$ cat config.mk
export PLATFORM = sky130hd
export DESIGN_NAME = keypad_combination_lock_top
export DESIGN_NICKNAME = d
export VERILOG_FILES = /design/src/rtl/kcl_pkg.sv /design/src/rtl/kcl_cfg.sv /design/src/rtl/kcl_in_reg.sv /design/src/rtl/kcl_core.sv /design/src/rtl/kcl_out_reg.sv /design/src/rtl/keypad_combination_lock_top.sv
export VERILOG_INCLUDE_DIRS = /design/src /design/src/rtl
export SDC_FILE = /design/constraint.sdc
export NUM_CORES = 1
export LEC_CHECK = 0
export BUFFER_PORTS_ARGS = -buffer_cell sky130_fd_sc_hd__buf_2
export CAP_MARGIN = 0
export CORE_MARGIN = 2
export CORE_UTILIZATION = 46
export DETAILED_ROUTE_END_ITERATION = 8
export PLACE_DENSITY = 0.72
export SETUP_SLACK_MARGIN = 0.3
export SYNTH_ARGS = -nofsm -noshare
export SYNTH_HDL_FRONTEND = slang
export SYNTH_HIERARCHICAL = 1
export SYNTH_SLANG_ARGS = --single-unit
$ cat constraint.sdc
create_clock -name clk -period 3.6 [get_ports clk]
set_input_delay 0.18 -clock clk [delete_from_list [all_inputs] [get_ports clk]]
set_output_delay 0.18 -clock clk [all_outputs]
set_load 0.005 [all_outputs]
$ cat src/rtl/keypad_combination_lock_top_defines.svh
// Assertion macros for the keypad combination lock RTL.
// Used by kcl_core; expects clk and rst_n in the scope of each use.
`ifndef KEYPAD_COMBINATION_LOCK_TOP_DEFINES_SVH
`define KEYPAD_COMBINATION_LOCK_TOP_DEFINES_SVH

`ifndef SYNTHESIS
`define KCL_ASSERT(label, prop) \
    label: assert property (@(posedge clk) disable iff (!rst_n) prop) \
        else $error("kcl: assertion failed");
`define KCL_NEVER(label, expr) \
    label: assert property (@(posedge clk) disable iff (!rst_n) !(expr)) \
        else $error("kcl: forbidden condition seen");
`else
`define KCL_ASSERT(label, prop)
`define KCL_NEVER(label, expr)
`endif

`endif

$ cat src/rtl/kcl_pkg.sv
// Shared types, codes and helpers for the keypad combination lock.
// No dependencies; imported by every module of the block.
`timescale 1ns / 1ps

package kcl_pkg;

    localparam logic [1:0] MODE_OPEN   = 2'd0;
    localparam logic [1:0] MODE_CLOSED = 2'd1;
    localparam logic [1:0] MODE_LOCKED = 2'd2;
    localparam logic [1:0] MODE_MASTER = 2'd3;

    localparam logic [1:0] MOTOR_NONE  = 2'd0;
    localparam logic [1:0] MOTOR_CLOSE = 2'd1;
    localparam logic [1:0] MOTOR_OPEN  = 2'd2;

    localparam logic [1:0] VERDICT_NONE = 2'd0;
    localparam logic [1:0] VERDICT_OK   = 2'd1;
    localparam logic [1:0] VERDICT_BAD  = 2'd2;

    localparam logic       OP_KEY     = 1'b0;
    localparam logic       OP_RELEASE = 1'b1;

    localparam logic [7:0] KEY_0    = 8'h30;
    localparam logic [7:0] KEY_9    = 8'h39;
    localparam logic [7:0] KEY_HASH = 8'h23;

    localparam logic [2:0] CODE_DIGITS = 3'd4;
    localparam logic [3:0] FAIL_SAT    = 4'hF;

    localparam logic [15:0] MASTER_CODE_RST = 16'h1234;
    localparam logic [3:0]  MAX_FAIL_RST    = 4'd3;

    localparam logic REG_MASTER_CODE  = 1'b0;
    localparam logic REG_MAX_FAILURES = 1'b1;

    typedef struct packed {
        logic       opcode;
        logic [7:0] key_char;
    } item_t;

    typedef struct packed {
        logic [15:0] master_code;
        logic [3:0]  max_failures;
    } cfg_t;

    // lock_mode ends up in the lowest bits
    typedef struct packed {
        logic [1:0] verdict;
        logic [3:0] failed_attempts;
        logic [2:0] digits_entered;
        logic [1:0] motor_command;
        logic [1:0] lock_mode;
    } result_t;

    // first digit goes into the top nibble
    function automatic logic [15:0] put_digit(input logic [15:0] code,
                                              input logic [1:0]  pos,
                                              input logic [3:0]  digit);
        logic [15:0] res;
        res = code;
        case (pos)
            2'd0:    res[15:12] = digit;
            2'd1:    res[11:8]  = digit;
            2'd2:    res[7:4]   = digit;
            default: res[3:0]   = digit;
        endcase
        return res;
    endfunction

endpackage

$ cat src/rtl/kcl_cfg.sv
// APB register file of the keypad combination lock: master code, failure limit.
// Depends on kcl_pkg.
`timescale 1ns / 1ps

module kcl_cfg
(
    input  logic               clk,
    input  logic               rst_n,
    input  logic               psel,
    input  logic               penable,
    input  logic               pwrite,
    input  logic [2:0]         paddr,
    input  logic [31:0]        pwdata,
    output logic [31:0]        prdata,
    output logic               pready,
    output kcl_pkg::cfg_t      cfg
);
    import kcl_pkg::*;

    logic [15:0] master_code_reg;
    logic [3:0]  max_failures_reg;
    logic        wr_en;

    assign pready = 1'b1;
    assign wr_en  = psel & penable & pwrite & pready;

    always_ff @(posedge clk or negedge rst_n)
    begin
        if (!rst_n)
        begin
            master_code_reg  <= MASTER_CODE_RST;
            max_failures_reg <= MAX_FAIL_RST;
        end
        else if (wr_en)
        begin
            if (paddr[2] == REG_MASTER_CODE)
                master_code_reg <= pwdata[15:0];
            else
                max_failures_reg <= pwdata[3:0];
        end
    end

    always_comb
    begin
        if (paddr[2] == REG_MASTER_CODE)
            prdata = {16'd0, master_code_reg};
        else
            prdata = {28'd0, max_failures_reg};
    end

    assign cfg.master_code  = master_code_reg;
    assign cfg.max_failures = max_failures_reg;

endmodule

$ cat src/rtl/kcl_in_reg.sv
// Input register of the keypad combination lock: holds one key word.
// Depends on kcl_pkg.
`timescale 1ns / 1ps

module kcl_in_reg
(
    input  logic           clk,
    input  logic           rst_n,
    input  logic           in_valid,
    output logic           in_ready,
    input  kcl_pkg::item_t in_item,
    output logic           item_valid,
    input  logic           item_take,
    output kcl_pkg::item_t item
);
    import kcl_pkg::*;

    logic  valid_reg;
    logic  valid_next;
    item_t item_reg;
    logic  load;

    assign in_ready   = !valid_reg || item_take;
    assign load       = in_valid && in_ready;
    assign valid_next = load ? 1'b1 : (item_take ? 1'b0 : valid_reg);

    always_ff @(posedge clk or negedge rst_n)
    begin
        if (!rst_n)
            valid_reg <= 1'b0;
        else
            valid_reg <= valid_next;
    end

    always_ff @(posedge clk)
    begin
        if (load)
            item_reg <= in_item;
    end

    assign item_valid = valid_reg;
    assign item       = item_reg;

endmodule

$ cat src/rtl/kcl_core.sv
// Lock state and single-pass update logic for one key word.
// Depends on kcl_pkg and keypad_combination_lock_top_defines.svh.
`timescale 1ns / 1ps
`include "keypad_combination_lock_top_defines.svh"

module kcl_core
(
    input  logic             clk,
    input  logic             rst_n,
    input  logic             step,
    input  kcl_pkg::item_t   item,
    input  kcl_pkg::cfg_t    cfg,
    output kcl_pkg::result_t res
);
    import kcl_pkg::*;

    logic [1:0]  mode_reg;
    logic [1:0]  mode_next;
    logic [2:0]  digit_count_reg;
    logic [2:0]  digit_count_next;
    logic [3:0]  failure_count_reg;
    logic [3:0]  failure_count_next;
    logic [15:0] user_code_reg;
    logic [15:0] user_code_next;
    logic [15:0] entry_code_reg;
    logic [15:0] entry_code_next;

    logic        is_digit;
    logic [3:0]  digit;
    logic        room;
    logic [15:0] entry_upd;
    logic [2:0]  count_upd;
    logic [15:0] target;
    logic [3:0]  fail_inc;
    logic [1:0]  motor;
    logic [1:0]  verdict;

    assign is_digit  = (item.key_char >= KEY_0) && (item.key_char <= KEY_9);
    assign digit     = item.key_char[3:0];
    assign room      = digit_count_reg < CODE_DIGITS;
    assign entry_upd = room ? put_digit(entry_code_reg, digit_count_reg[1:0], digit)
                            : entry_code_reg;
    assign count_upd = room ? digit_count_reg + 3'd1 : digit_count_reg;
    assign target    = (mode_reg == MODE_CLOSED) ? user_code_reg : cfg.master_code;
    assign fail_inc  = (failure_count_reg < FAIL_SAT) ? failure_count_reg + 4'd1
                                                      : failure_count_reg;

    always_comb
    begin
        mode_next          = mode_reg;
        digit_count_next   = digit_count_reg;
        failure_count_next = failure_count_reg;
        user_code_next     = user_code_reg;
        entry_code_next    = entry_code_reg;
        motor              = MOTOR_NONE;
        verdict            = VERDICT_NONE;

        if (item.opcode == OP_RELEASE)
        begin
            if (mode_reg == MODE_LOCKED)
            begin
                mode_next        = MODE_MASTER;
                digit_count_next = 3'd0;
                entry_code_next  = 16'd0;
            end
        end
        else
        begin
            case (mode_reg)
                MODE_OPEN:
                begin
                    if (is_digit)
                    begin
                        if (room)
                        begin
                            user_code_next   = put_digit(user_code_reg,
                                                         digit_count_reg[1:0], digit);
                            digit_count_next = count_upd;
                        end
                    end
                    else if (item.key_char == KEY_HASH && !room)
                    begin
                        mode_next          = MODE_CLOSED;
                        digit_count_next   = 3'd0;
                        failure_count_next = 4'd0;
                        motor              = MOTOR_CLOSE;
                    end
                end
                MODE_CLOSED, MODE_MASTER:
                begin
                    if (is_digit)
                    begin
                        if (count_upd >= CODE_DIGITS)
                        begin
                            digit_count_next = 3'd0;
                            entry_code_next  = 16'd0;
                            if (entry_upd == target)
                            begin
                                mode_next      = MODE_OPEN;
                                user_code_next = 16'd0;
                                motor          = MOTOR_OPEN;
                                verdict        = VERDICT_OK;
                            end
                            else
                            begin
                                verdict = VERDICT_BAD;
                                if (mode_reg == MODE_CLOSED)
                                begin
                                    failure_count_next = fail_inc;
                                    if (fail_inc >= cfg.max_failures)
                                        mode_next = MODE_LOCKED;
                                end
                                else
                                begin
                                    mode_next = MODE_LOCKED;
                                end
                            end
                        end
                        else
                        begin
                            entry_code_next  = entry_upd;
                            digit_count_next = count_upd;
                        end
                    end
                end
                default:
                begin
                    mode_next = mode_reg;
                end
            endcase
        end
    end

    always_ff @(posedge clk or negedge rst_n)
    begin
        if (!rst_n)
        begin
            mode_reg          <= MODE_OPEN;
            digit_count_reg   <= 3'd0;
            failure_count_reg <= 4'd0;
        end
        else if (step)
        begin
            mode_reg          <= mode_next;
            digit_count_reg   <= digit_count_next;
            failure_count_reg <= failure_count_next;
        end
    end

    // code stores are defined once written
    always_ff @(posedge clk)
    begin
        if (step)
        begin
            user_code_reg  <= user_code_next;
            entry_code_reg <= entry_code_next;
        end
    end

    assign res.lock_mode       = mode_next;
    assign res.motor_command   = motor;
    assign res.digits_entered  = digit_count_next;
    assign res.failed_attempts = failure_count_next;
    assign res.verdict         = verdict;

    `KCL_NEVER(a_count_range, digit_count_reg > CODE_DIGITS)
    `KCL_NEVER(a_entry_never_full, (mode_reg == MODE_CLOSED || mode_reg == MODE_MASTER) && digit_count_reg == CODE_DIGITS)
    `KCL_ASSERT(a_open_after_match, step && motor == MOTOR_OPEN |=> mode_reg == MODE_OPEN && digit_count_reg == 3'd0)
    `KCL_ASSERT(a_close_clears_fail, step && motor == MOTOR_CLOSE |=> mode_reg == MODE_CLOSED && failure_count_reg == 4'd0)

endmodule

$ cat src/rtl/kcl_out_reg.sv
// Result register of the keypad combination lock: holds one result word.
// Depends on kcl_pkg.
`timescale 1ns / 1ps

module kcl_out_reg
(
    input  logic             clk,
    input  logic             rst_n,
    input  logic             load,
    output logic             can_load,
    input  kcl_pkg::result_t res,
    output logic             out_valid,
    input  logic             out_ready,
    output kcl_pkg::result_t out_res
);
    import kcl_pkg::*;

    logic    valid_reg;
    logic    valid_next;
    result_t res_reg;

    assign can_load   = !valid_reg || out_ready;
    assign valid_next = load ? 1'b1 : (out_ready ? 1'b0 : valid_reg);

    always_ff @(posedge clk or negedge rst_n)
    begin
        if (!rst_n)
            valid_reg <= 1'b0;
        else
            valid_reg <= valid_next;
    end

    always_ff @(posedge clk)
    begin
        if (load)
            res_reg <= res;
    end

    assign out_valid = valid_reg;
    assign out_res   = res_reg;

endmodule

$ cat src/rtl/keypad_combination_lock_top.sv
// Keypad combination lock: safe-lock controller fed by decoded key words.
// Slave stream carries key words in, master stream carries one status word per key
// word. APB port sets the master code (0x0) and the failure limit (0x4).
// A status word reaches the master side after its key word is accepted, passing
// through the input register, then the update logic into the result register.
// Throughput: one word per cycle while m_tready is high; the lock state is
// updated in the same cycle the word passes from the input register to the
// result register. When the master side stalls, the result word holds and s_tready
// drops once the input register is also full; no word is lost or repeated.
// Reset: both stream stages empty, safe open with no digits and no failures,
// master code 0x1234, failure limit 3. The user and entry code registers hold
// no defined value until written.
// Depends on kcl_pkg and all kcl_* modules.
`timescale 1ns / 1ps

module keypad_combination_lock_top
(
    input  logic        clk,
    input  logic        rst_n,
    input  logic        psel,
    input  logic        penable,
    input  logic        pwrite,
    input  logic [2:0]  paddr,
    input  logic [31:0] pwdata,
    output logic [31:0] prdata,
    output logic        pready,
    input  logic        s_tvalid,
    output logic        s_tready,
    input  logic [7:0]  s_tdata,   // [7:0] key_char
    input  logic [0:0]  s_tuser,   // [0] opcode
    output logic        m_tvalid,
    input  logic        m_tready,
    output logic [15:0] m_tdata    // [1:0] lock_mode, [3:2] motor_command,
                                   // [6:4] digits_entered, [10:7] failed_attempts,
                                   // [12:11] verdict, [15:13] zero
);
    import kcl_pkg::*;

    cfg_t    cfg;
    item_t   in_item;
    item_t   item;
    logic    item_valid;
    logic    can_load;
    logic    step;
    result_t res;
    result_t out_res;

    assign in_item.opcode   = s_tuser[0];
    assign in_item.key_char = s_tdata;
    assign step             = item_valid && can_load;

    kcl_cfg u_cfg
    (
        .clk     (clk),
        .rst_n   (rst_n),
        .psel    (psel),
        .penable (penable),
        .pwrite  (pwrite),
        .paddr   (paddr),
        .pwdata  (pwdata),
        .prdata  (prdata),
        .pready  (pready),
        .cfg     (cfg)
    );

    kcl_in_reg u_in_reg
    (
        .clk        (clk),
        .rst_n      (rst_n),
        .in_valid   (s_tvalid),
        .in_ready   (s_tready),
        .in_item    (in_item),
        .item_valid (item_valid),
        .item_take  (step),
        .item       (item)
    );

    kcl_core u_core
    (
        .clk   (clk),
        .rst_n (rst_n),
        .step  (step),
        .item  (item),
        .cfg   (cfg),
        .res   (res)
    );

    kcl_out_reg u_out_reg
    (
        .clk       (clk),
        .rst_n     (rst_n),
        .load      (step),
        .can_load  (can_load),
        .res       (res),
        .out_valid (m_tvalid),
        .out_ready (m_tready),
        .out_res   (out_res)
    );

    assign m_tdata = {3'd0, out_res};

endmodule
==> flow_metrics.tcl <==
set metrics [dict create \
    outcome "finished, final reports clean" \
    ys_seq_area_frac 0.523 \
    met1_usage 0.217 \
    slew_violations 0 \
    fmax_mhz 319 \
    rsz0062_at_grt "no" \
    critPathMaxStageDelay_ns 0.64 \
    crit_path_cell_trace "inv_1 -> ha_1 -> nor2b_2 -> mux2i_1 -> xnor2_1 -> nand4_1 -> or4_4 -> a2111oi_4" \
    power.internal_mw 1.78 \
    vdd_drop_max_mv 0.225 \
    final_layout_size_suffix_gt1_frac 0.304 \
    clockBufferDepth 2 \
    p_sw_frac 0.294 \
    syn_area_sq_um 4600 \
    ff2ff_path_depth 8 \
    die_w_microns 104 \
    via_per_inst 5.08 \
    relSlewSlack 0.522 \
    drc 0 \
    arrival_ns 3.15 \
    p_clk_frac 0.268 \
    syn_avg_cell_area_sq_um 12.3 \
    grtUsageMet2 0.281 \
    antenna_found_initial 0 \
    grt-ovfl-total 0 \
    cp_top_family "simple AND/OR/NAND/NOR gates" \
    rrSetupSlack_ns 0.46 \
    clk_latency_ns 0.37 \
    tns_ns 0 \
    portBuffers 63 \
    max_cap_viol_count 0 \
    grt_max_degree 32 \
    clk_pin_slew_ns 0.08 \
    path_max_fanout 6 \
    ctsHtreeMaxLevel 3 \
    grt_pass1_wl_mm 14.3 \
    pin_count 102 \
    min_period_over_period 0.872 \
    end_kind "register" \
    chipHeight_microns 104 \
    cellLeakagePower_nw 2.38 \
    ys.warnings.count 6 \
    whs_path_depth 2 \
    grt_usage 0.167 \
    power_density_nw_per_um2 477 \
    wirelength_mm 8.87 \
    syn_inst 374 \
    final_cell_mix "63 x buf_2, 54 x edfxtp_1, 35 x mux2i_1" \
    grtUsageMet3 0.0320 \
    setup.worst_path.class "reg -> reg" \
    ant_nets 0 \
    final_core_util 0.542 \
    ys_seq_elements 85 \
    hold_viol 0 \
    cp_num_cells 8 \
    netSwitchingPower_mw 0.739 \
    finalSetupViolations 0 \
    fin_worst_skew_ns 0.0136 \
    min_path_type "in -> reg" \
    numCtsBuffers 9 \
    wire_per_inst_microns 15.2 \
    total_power_mw 2.52 \
    critPathRequiredTime_ns 3.61 \
    path_buf_inv 1 \
    final_common_cell "buf_2" \
    layout_min_cycle_time_ns 3.14 \
    first_global_vias 2878 \
    cts.sink_count 85 \
    combPwrFrac 0.235 \
    area_growth_pct 14.6 \
    hpwl_mm 6.57 \
    routed-via-count 2969 \
    pwr-share-seq 0.497 \
    synth_cell_types 56 \
    row_count 36 \
    diodes 0 \
    final_nets 506 \
    start_kind "register" \
    initial_core_util 0.473 \
    slowest_stage "or4_4" \
    firstDrtPassIters 4 \
    place.gp.congestion 0.862 \
    tightest_slew_ns 0.717 \
    cts_tree "done" \
    drt_iter0_markers 155 \
    dieArea_sq_um 10800 \
    clock-root-buffer "clkbuf_8" \
    top_usage_layer "met2" \
    core_area_sq_um 9730 \
]
Yosys cell counts (all sizes together):
library cell | number | area (sq um)
conb | 3 | 11.3
nor4 | 1 | 6.26
nor2 | 25 | 93.8
xnor2 | 17 | 149
a21o | 5 | 37.5
o31ai | 1 | 7.51
nor2b | 21 | 139
o21ai | 8 | 40.0
o22ai | 1 | 6.26
or4 | 2 | 15.0
a2bb2oi | 1 | 8.76
dfstp | 7 | 184
mux2i | 36 | 360
a21oi | 8 | 43.8
and3 | 1 | 6.26
nor3b | 2 | 20.0
nand3b | 1 | 7.51
o21a | 2 | 22.5
ha | 9 | 113
nand4 | 6 | 37.5
and2 | 10 | 65.1
dfrtp | 24 | 601
o32ai | 1 | 8.76
edfxtp | 54 | 1620
o2111ai | 1 | 8.76
a22o | 4 | 35.0
a31oi | 2 | 12.5
nand2 | 18 | 67.6
nor3 | 10 | 70.1
xor2 | 1 | 8.76
and2b | 1 | 7.51
a2111oi | 1 | 27.5
nor4b | 1 | 8.76
clkbuf | 7 | 27.5
mux2 | 25 | 319
inv | 13 | 48.8
nand4b | 2 | 32.5
or2 | 2 | 12.5
buf | 28 | 223
nand2b | 9 | 73.8
nand3 | 3 | 15.0
worst reg2reg max path, delay by kind of cell (launching register included):
| family | cells | cell delay [ns] |
|---|---|---|
| compound gates | 1 | 0.52 |
| simple gates | 3 | 1.03 |
| xor+xnor | 1 | 0.16 |
| fa+ha+maj | 1 | 0.21 |
| mux | 1 | 0.33 |
| flops | 1 | 0.45 |
| buf+inv | 1 | 0.10 |
power by group through the flow:
stage                     Combinational (mW)  Clock [mW]  Sequential, mW
final                                  0.591       0.675            1.25
after detailed placement               0.579           0            1.27
after global routing                   0.653       0.734            1.26
after global placement                 0.561           0            1.27
after floorplan                        0.454           0            1.24
after CTS                              0.589       0.694            1.25
stage by stage:
stage	area, sq um	cells	setup WS [ns]	hold WS, ns
after floorplan	4670	391	0.683	-0.116
after global placement	4940	558	0.311	0.264
after detailed placement	4940	558	0.203	0.280
after CTS	5250	584	0.338	0.0132
after global routing	5280	584	0.319	0.0270
final	5280	584	0.461	0.0271
metal layers:
metal  part of all wire  vias up
met4              0.012        0
li1                   -     1427
met1               0.46     1434
met5                  0        -
met3              0.049        7
met2               0.48      101
path summary, 6_finish.rpt:
kind	endpoint	start
hold / removal	u_in_reg/item_valid$_DFFE_PN0P_	s_tvalid
setup reg to reg	u_core/user_code_reg[0]$_SDFFCE_PP0P_	u_core/digit_count_reg[1]$_DFFE_PN0P_
min in group asynchronous	u_cfg/master_code_reg[6]$_DFFE_PN0P_	rst_n
setup / recovery	u_core/user_code_reg[0]$_SDFFCE_PP0P_	u_core/digit_count_reg[1]$_DFFE_PN0P_
max in group asynchronous	u_core/digit_count_reg[0]$_DFFE_PN0P_	rst_n
hold reg to reg	u_out_reg/out_valid$_DFFE_PN0P_	u_out_reg/out_valid$_DFFE_PN0P_
timing repair:
| item | in CTS | in global routing |
|---|---|---|
| gates resized for setup | 1 | 6 |
| endpoints found under the setup margin | 12 | 16 |
| hold buffers | 10 | 0 |
| buffers inserted | 0 | 0 |
| hold endpoints to repair | 33 | 0 |
area by class of cell:
cell class              count  area (sq um)
multi-input cells         258          1990
clock buffers              11           163
repair buffers             79           460
inverters                  13          48.8
well taps                 133           166
fillers                   859          4450
clock inverters             5          40.0
flip-flops and latches     85          2410
cells by family (layout without fill, tap and decap cells):
kind of cell | count (synthesis) | in the layout | synth area share
AND/OR/NAND/NOR | 115 | 115 | 0.147
flip-flops | 85 | 85 | 0.523
multiplexers | 61 | 61 | 0.148
buffers and inverters | 48 | 108 | 0.0650
AO/OA/AOI/OAI | 35 | 35 | 0.0563
XOR/XNOR | 18 | 18 | 0.0342
adder cells (fa/ha/maj) | 9 | 9 | 0.0245
other | 3 | 20 | 0.00245
No activity file was read; power rests on OpenSTA's default activity.
